[config.mk]
export PLATFORM = sky130hd
export DESIGN_NAME = swg_recip
export DESIGN_NICKNAME = d
export VERILOG_FILES = /design/src/rtl/swg_pkg.sv /design/src/rtl/swg_recip.sv
export SDC_FILE = /design/constraint.sdc
export NUM_CORES = 2
export LEC_CHECK = 0
export BUFFER_PORTS_ARGS = -buffer_cell sky130_fd_sc_hd__buf_2
export CAP_MARGIN = 15
export CORE_AREA = 5 5 502 504
export CTS_CLUSTER_SIZE = 20
export DETAILED_ROUTE_END_ITERATION = 8
export DIE_AREA = 0 0 507 509
export GPL_TIMING_DRIVEN = 0
export PLACE_DENSITY_LB_ADDON = 0.2
export SKIP_LAST_GASP = 1
export SLEW_MARGIN = 25
export SYNTH_ARGS = -nofsm -noshare
export SYNTH_HDL_FRONTEND = slang
export SYNTH_SLANG_ARGS = --single-unit
[constraint.sdc]
create_clock -name clk -period 4.18 [get_ports clk]
set_clock_uncertainty 0.1 [all_clocks]
set_input_delay 0 -clock clk [delete_from_list [all_inputs] [get_ports clk]]
set_output_delay 0 -clock clk [all_outputs]
set_load 0.01 [all_outputs]
[src/rtl/swg_pkg.sv]
// Shared constants and widths for the SwiGLU activation pipeline.
package swg_pkg;

	localparam int QF = 28;

	localparam int IN_W  = 24;
	localparam int A_W   = 34;
	localparam int T_W   = 64;
	localparam int N_W   = 5;
	localparam int R_W   = 30;
	localparam int P_W   = 31;
	localparam int M_W   = R_W + P_W;
	localparam int E_W   = 45;
	localparam int D_W   = 46;
	localparam int S_W   = 17;
	localparam int XY_W  = 2 * IN_W;
	localparam int PR_W  = XY_W + S_W + 1;

	localparam int EXP_LAT = 10;
	localparam int DIV_LAT = S_W + 1;

	localparam logic signed [R_W-1:0] LOG2E_Q = R_W'(387270501);
	localparam logic signed [A_W-1:0] LN2_Q   = A_W'(186065280);
	localparam logic signed [P_W-1:0] C5_Q    = P_W'(2236961);
	localparam logic signed [P_W-1:0] C4_Q    = P_W'(11184812);
	localparam logic signed [P_W-1:0] C3_Q    = P_W'(44739244);
	localparam logic signed [P_W-1:0] C2_Q    = P_W'(134217728);
	localparam logic signed [P_W-1:0] ONE_Q   = P_W'(268435456);

	localparam logic signed [IN_W-1:0] MAX_OUT = 24'sh7FFFFF;
	localparam logic signed [IN_W-1:0] MIN_OUT = 24'sh800000;

endpackage

[src/rtl/swg_recip.sv]
// Pipelined restoring divider: rounded 2^44 / (2^28 + e), one quotient bit per stage.
module swg_recip import swg_pkg::*; (
	input  logic           clk,
	input  logic           en,
	input  logic [E_W-1:0] e,
	output logic [S_W-1:0] s
);

	logic [D_W-1:0] den_c, num_c;
	logic [D_W-1:0] rem_s [0:S_W-1];
	logic [D_W-1:0] den_s [0:S_W-1];
	logic [S_W-1:0] nlo_s [0:S_W-1];
	logic [S_W-1:0] quo_s [0:S_W];
	logic [D_W:0]   trial [1:S_W];
	logic           ge    [1:S_W];

	always_comb begin
		den_c = D_W'(e) + D_W'(ONE_Q);
		num_c = (D_W'(1) << 44) + (den_c >> 1);
	end

	for (genvar k = 1; k <= S_W; k++) begin : g_step
		assign trial[k] = {rem_s[k-1], nlo_s[k-1][S_W-k]};
		assign ge[k] = trial[k] >= {1'b0, den_s[k-1]};
	end

	always_ff @(posedge clk) begin
		if (en) begin
			rem_s[0] <= num_c >> S_W;
			nlo_s[0] <= num_c[S_W-1:0];
			den_s[0] <= den_c;
			quo_s[0] <= '0;
			for (int k = 1; k < S_W; k++) begin
				if (ge[k]) begin
					rem_s[k] <= D_W'(trial[k] - {1'b0, den_s[k-1]});
				end else begin
					rem_s[k] <= trial[k][D_W-1:0];
				end
				nlo_s[k] <= nlo_s[k-1];
				den_s[k] <= den_s[k-1];
			end
			for (int k = 1; k <= S_W; k++) begin
				quo_s[k] <= {quo_s[k-1][S_W-2:0], ge[k]};
			end
		end
	end

	assign s = quo_s[S_W];

endmodule

======== Word level (Yosys, flattened, before mapping) ========
Memory sizes are Yosys's and may differ from the RTL's.
Index checks and enable logic that the tools add are counted.
storage, ports and cells
  output and inout port bits .............. 17
  memories ................................ 4
  bits in latches ......................... 0
  memory bits (read-only) ................. 0
  flip-flop bits (word level) ............. 0
  bits in writable memories ............... 2159
memories
  memory  words  bits a word  read ports  clocked after memory_dff  write ports  line             source
  den_s   17     46           17          0                         17           swg_recip.sv:11  logic [D_W-1:0] den_s [0:S_W-1];
  rem_s   17     46           17          0                         17           swg_recip.sv:10  logic [D_W-1:0] rem_s [0:S_W-1];
  quo_s   18     17           18          0                         18           swg_recip.sv:13  logic [S_W-1:0] quo_s [0:S_W];
  nlo_s   17     17           17          0                         17           swg_recip.sv:12  logic [S_W-1:0] nlo_s [0:S_W-1];
cells by class
  divide/modulo/power cells ............... 0
  magnitude comparators ................... 17
  multiply operators ...................... 0
  bitwise operators ....................... 16
  reduce and logical (&&, ||, !) cells .... 0
  muxes and demuxes ....................... 114
  add/sub/neg operators ................... 18
  eq/ne operators ......................... 0
  shift-type cells ........................ 0
operators by type and width
  cell                    number
  $ge 47x46->1            17
  $mux 46                 16
  $sub 46x46->46          16
  $mux 1                  98
  $add 45x29->46 const B  1
  $add 45x45->46 const A  1
  $or 1x1->1              16

======== Depth between registers and ports, before layout ========
  depth in word-level cells ............... 5
  gate-level depth with buffers ........... 17

======== Worst setup path after synthesis ========
OpenSTA, ideal clock, no wires.
  path type ............................... reg-to-reg
  start ................................... mem den_s[2][0] (netlist: den_s[0][92])
  end ..................................... mem rem_s[3][44] (data pin)
  data required time ...................... 3.820 ns
  setup slack ............................. 0.277 ns
  arrival time ............................ 3.543 ns
  setup time .............................. 0.260 ns
  stages on the path, launching flop included .. 15
  buffers on the path ..................... 0
  path through ............................ edfxtp_1 -> ha_1 -> fa_1 -> nand2b_1 -> a21oi_1 -> a311oi_1 -> o311ai_0 -> o41ai_1 -> or3_1 -> a31oi_1 -> o31a_1 -> a21boi_1 -> o41ai_1 -> xor2_1 -> mux2_2
RTL lines
  item             line
  start, declared  swg_recip.sv:11
  end, declared    swg_recip.sv:10

==> results.tsv <==
stage	metric	value	unit
synthesis	synth_compound_area_share	17.6	%
synthesis	synth-xor-area-share	5.74	%
routing	finalWirelength	315	mm
synthesis	synth_cell_types	89	
clock_tree	clock_tree.buffer_depth	3	
placed_design	post_dp_cell_area	0.106	mm^2
worst_setup_path	required	4.70	ns
synthesis	synth_top_family_by_area	compound AO/OA/AOI/OAI gates	
synthesis	synth-seq-area-share	49.9	%
clock_tree	ctsRootBufferMaster	clkbuf_16	
power_and_ir_drop	power_frac_comb	49.6	%
synthesis	synth-async-reset-ratio	0	%
synthesis	syn_area	0.101	mm^2
timing	tns	-0.457	ns
synthesis	ys_seq_elements	1672	
synthesis	synth_nets	10600	
power_and_ir_drop	peakVddDrop	0.387	mV
routing	wl_per_cell	22.9	um
timing	final-setup-viol-count	13	
clock_tree	cts_buffers	198	
synthesis	syn_avg_cell_area	10.3	um^2
synthesis	synth_flop_cell	edfxtp_1	
worst_setup_path	cpMaxStageDelayCell	or3_4	
routing	drc_errors	0	
placed_design	dp_hpwl	246	mm
global_routing	grt_pass1_wl	468	mm
layout	area_delta_synth_final	18.2	%
worst_setup_path	path_cells	ha_4, and3_4, and3_4, nand4_1, or3_4, a31oi_4, buf_12, o221ai_4, o211ai_1, o21ai_2, or3_4, and4_4, buf_12, buf_12, mux2_2	
routing	vias_per_cell	5.41	
global_routing	grtUsageTotal	23.9	%
power_and_ir_drop	switchingPower	35.5	mW
clock_tree	cts_max_level	4	
synthesis	postSynthCellCount	9742	
worst_setup_path	cp_max_fo	8	
routing	dr.pass1.iters	5	
placed_design	gp_congestion	1.01	
timing	slew_viol_final	0	
synthesis	synthSimpleGateAreaFrac	11.1	%
global_routing	grt-ovfl-total	0	
floorplanning	start_util	40.7	%
timing	hold_viol	0	
floorplanning	dieArea	0.258	mm^2
clock_tree	path_clk_slew	0.06	ns
global_routing	grt_antenna_before_repair	7	
synthesis	synthAdderAreaFrac	9.86	%
min_path	hold_path.class	input port to flip-flop	
timing	worst_slack	-0.0979	ns
synthesis	synth_area_leader_cell	edfxtp_1	
timing	rsz0062_at_grt	true	
synthesis	yosys-top-cells-area	edfxtp_1 50%, ha_1 9.5%, a21oi_1 4.5%	
layout	fin_area	0.119	mm^2
layout	nFillCells	22400	
worst_setup_path	slowest_delay	0.47	ns
placed_design	post-place-cells	13100	
power_and_ir_drop	pwr-share-clk	19.5	%
floorplanning	dieHeight	509	um
power_and_ir_drop	power_density	741	mW/mm^2
synthesis	yosysWarnings	0	
flow_run	drv_cap	0	
timing	period_needed	4.28	ns
power_and_ir_drop	p_leak	48.4	nW
worst_setup_path	crit_top_cell	buf_12	
floorplanning	ios	64	
power_and_ir_drop	seqPwrFrac	30.9	%
synthesis	synth.area.mux_share	1.04	%
synthesis	synth_top_area_share	49.9	%
worst_setup_path	crit_type	flip-flop to flip-flop	
routing	vias	74300	
placed_design	portBuffers	63	
floorplanning	num_rows	183	
clock_tree	clk-insertion-delay-late	0.86	ns
global_routing	grt_max_degree	128	
clock_tree	cts.sinks	1672	
placed_design	dp_slack	-2.58	ns
layout	fin_cells	13700	
global_routing	grt_pass1_vias	79700	
floorplanning	die_x	507	um
layout	num-nets-final	11200	
routing	first_iter_violations	4040	
worst_setup_path	arrival	4.80	ns
timing	relSlewSlack	35.7	%
timing	finalCritPeriodShare	102	%
power_and_ir_drop	p_sw_share	40.3	%
floorplanning	core	0.247	mm^2
synthesis	synth_edf_count	1672	
clock_tree	tritoncts	yes	
layout	drive_above_1_share	12.3	%
timing	worst_pin_slew	0.965	ns
worst_setup_path	critPathLaunchType	flip-flop	
outcome	violations	setup timing	
worst_setup_path	cp-end-kind	flip-flop	
routing	ant_nets	0	
power_and_ir_drop	intPower	52.7	mW
outcome	outcome	finished, violations left	
timing	fmax	234	MHz
cell usage in the layout (no fill, tap or decap), types with 46 or more instances in the layout:
cell type / Yosys / routed
nand2b_1: 109 / 107
nor3_1: 107 / 91
o21ai_0: 818 / 713
mux2_2: 70 / 68
nor2_1: 570 / 551
o21a_1: 98 / 93
inv_1: 902 / 892
clkbuf_1: 299 / 203
buf_4: 3 / 214
nand4_1: 144 / 144
a21oi_1: 895 / 847
dlygate4sd3_1: 0 / 104
a21o_1: 472 / 471
clkbuf_16: 0 / 214
xnor2_1: 369 / 369
edfxtp_1: 1672 / 1672
a31oi_1: 60 / 46
nand2_1: 895 / 878
o21bai_1: 105 / 101
ha_1: 767 / 715
nand3_1: 169 / 159
xor2_1: 290 / 289
o21ai_1: 17 / 64
nor2b_1: 110 / 103
and3_1: 79 / 73
buf_2: 33 / 74
cell usage after synthesis, types with 18 or more instances:
library cell and n:
or2_2 18, a21o_1 472, a21oi_1 895, o31a_1 36, xor2_1 290, nand3b_1 23
nand4_1 144, o21ai_0 818, o21a_1 98, nand2_1 895, nor3_1 107, a31o_2 18
ha_1 767, mux2_2 70, and4_1 25, o31ai_1 59, o21bai_1 105, o211ai_1 31
and2_1 37, edfxtp_1 1672, and3_1 79, clkbuf_1 299, a211oi_1 51, nor4_1 31
nor2_1 570, buf_2 33, nand3_1 169, inv_1 902, a31oi_1 60, a221oi_1 33
or3_1 36, xnor2_1 369, nor2b_1 110, nand2b_1 109
power by group through the flow:
stage | clock (mW) | combinational (mW) | sequential (mW)
after floorplan | 0 | 28.1 | 26.4
after global placement | 0 | 38.3 | 27.7
after detailed placement | 0 | 38.7 | 27.4
after CTS | 17.7 | 41.9 | 27.1
after global routing | 18.3 | 47.8 | 27.6
final | 17.2 | 43.7 | 27.2
state kept, by name (all words and copies together), names as in the netlist:
register	count
quo_s	153
rem_s	737
den_s	782
final timing paths:
kind                startpoint           end  slack, ns  depth (start not counted)
hold reg to reg   quo_s[14][3]  quo_s[15][4]       0.30                          0
hold / removal           e[41]  den_s[0][43]       0.10                          5
setup reg to reg  rem_s[3][23]   rem_s[4][8]       -0.1                         15
setup / recovery  rem_s[3][23]   rem_s[4][8]       -0.1                         15
per-stage QoR:
| stage | util [%] | hold slack (ns) | total power [mW] |
|---|---|---|---|
| 4_1_cts | 47.3 | 0.00196 | 86.8 |
| 2_1_floorplan | - | -0.00113 | 54.5 |
| 6_report | 48.1 | 0.104 | 88.1 |
| 5_1_grt | 48.1 | 0.101 | 93.8 |
| 3_3_place_gp | 42.4 | 0.0765 | 66.0 |
| 3_5_place_dp | 42.7 | 0.0781 | 66.1 |
kinds of logic (layout without fill, tap and decap cells):
kind of cell    count (synthesis)  in the layout
flops                        1672           1672
simple gates                 2402           2403
compound gates               2887           2887
buf+inv                      1245           2000
xor+xnor                      659            659
fa+ha+maj                     783            783
mux                            94             94
other cells                     0              2
timing repair:
item,CTS,global route
endpoints found under the setup margin,748,675
hold endpoints to repair,431,0
hold buffers,104,0
setup buffers,146,76
gates resized for setup,625,360
gates cloned,5,5
pin swaps,128,117
area by class of cell:
| cell class | instances | area, um^2 | share of cell area, % |
|---|---|---|---|
| sequential | 1672 | 50200 | 42.2 |
| multi-input combinational | 6826 | 48700 | 41.0 |
| clock buffer | 244 | 5150 | 4.33 |
| tap | 3237 | 4050 | 3.41 |
| timing repair buffer | 418 | 3860 | 3.24 |
| inverter | 903 | 3390 | 2.85 |
| buffer | 312 | 2130 | 1.80 |
| clock inverter | 123 | 1330 | 1.11 |
| antenna | 2 | 5.00 | 0.00421 |
worst max-delay path: cells and delay by family (launching register included):
kind            cells  cell delay [ns]
compound gates      4             0.67
buf+inv             3             0.47
flops               1             0.44
fa+ha+maj           1             0.31
mux                 1             0.27
simple gates        6             1.75
routing by layer:
metal | part of all wire (%) | vias to the layer above | GRT usage [%] | routed length (um)
li1 | - | 36600 | - | -
met1 | 30 | 34900 | 19.4 | 95600
met2 | 56 | 1707 | 49.5 | 177000
met3 | 2.4 | 982 | 2.57 | 7620
met4 | 11 | 0 | 20.4 | 34300
met5 | 0 | - | 0 | 0
No activity file was read; power rests on OpenSTA's default activity.
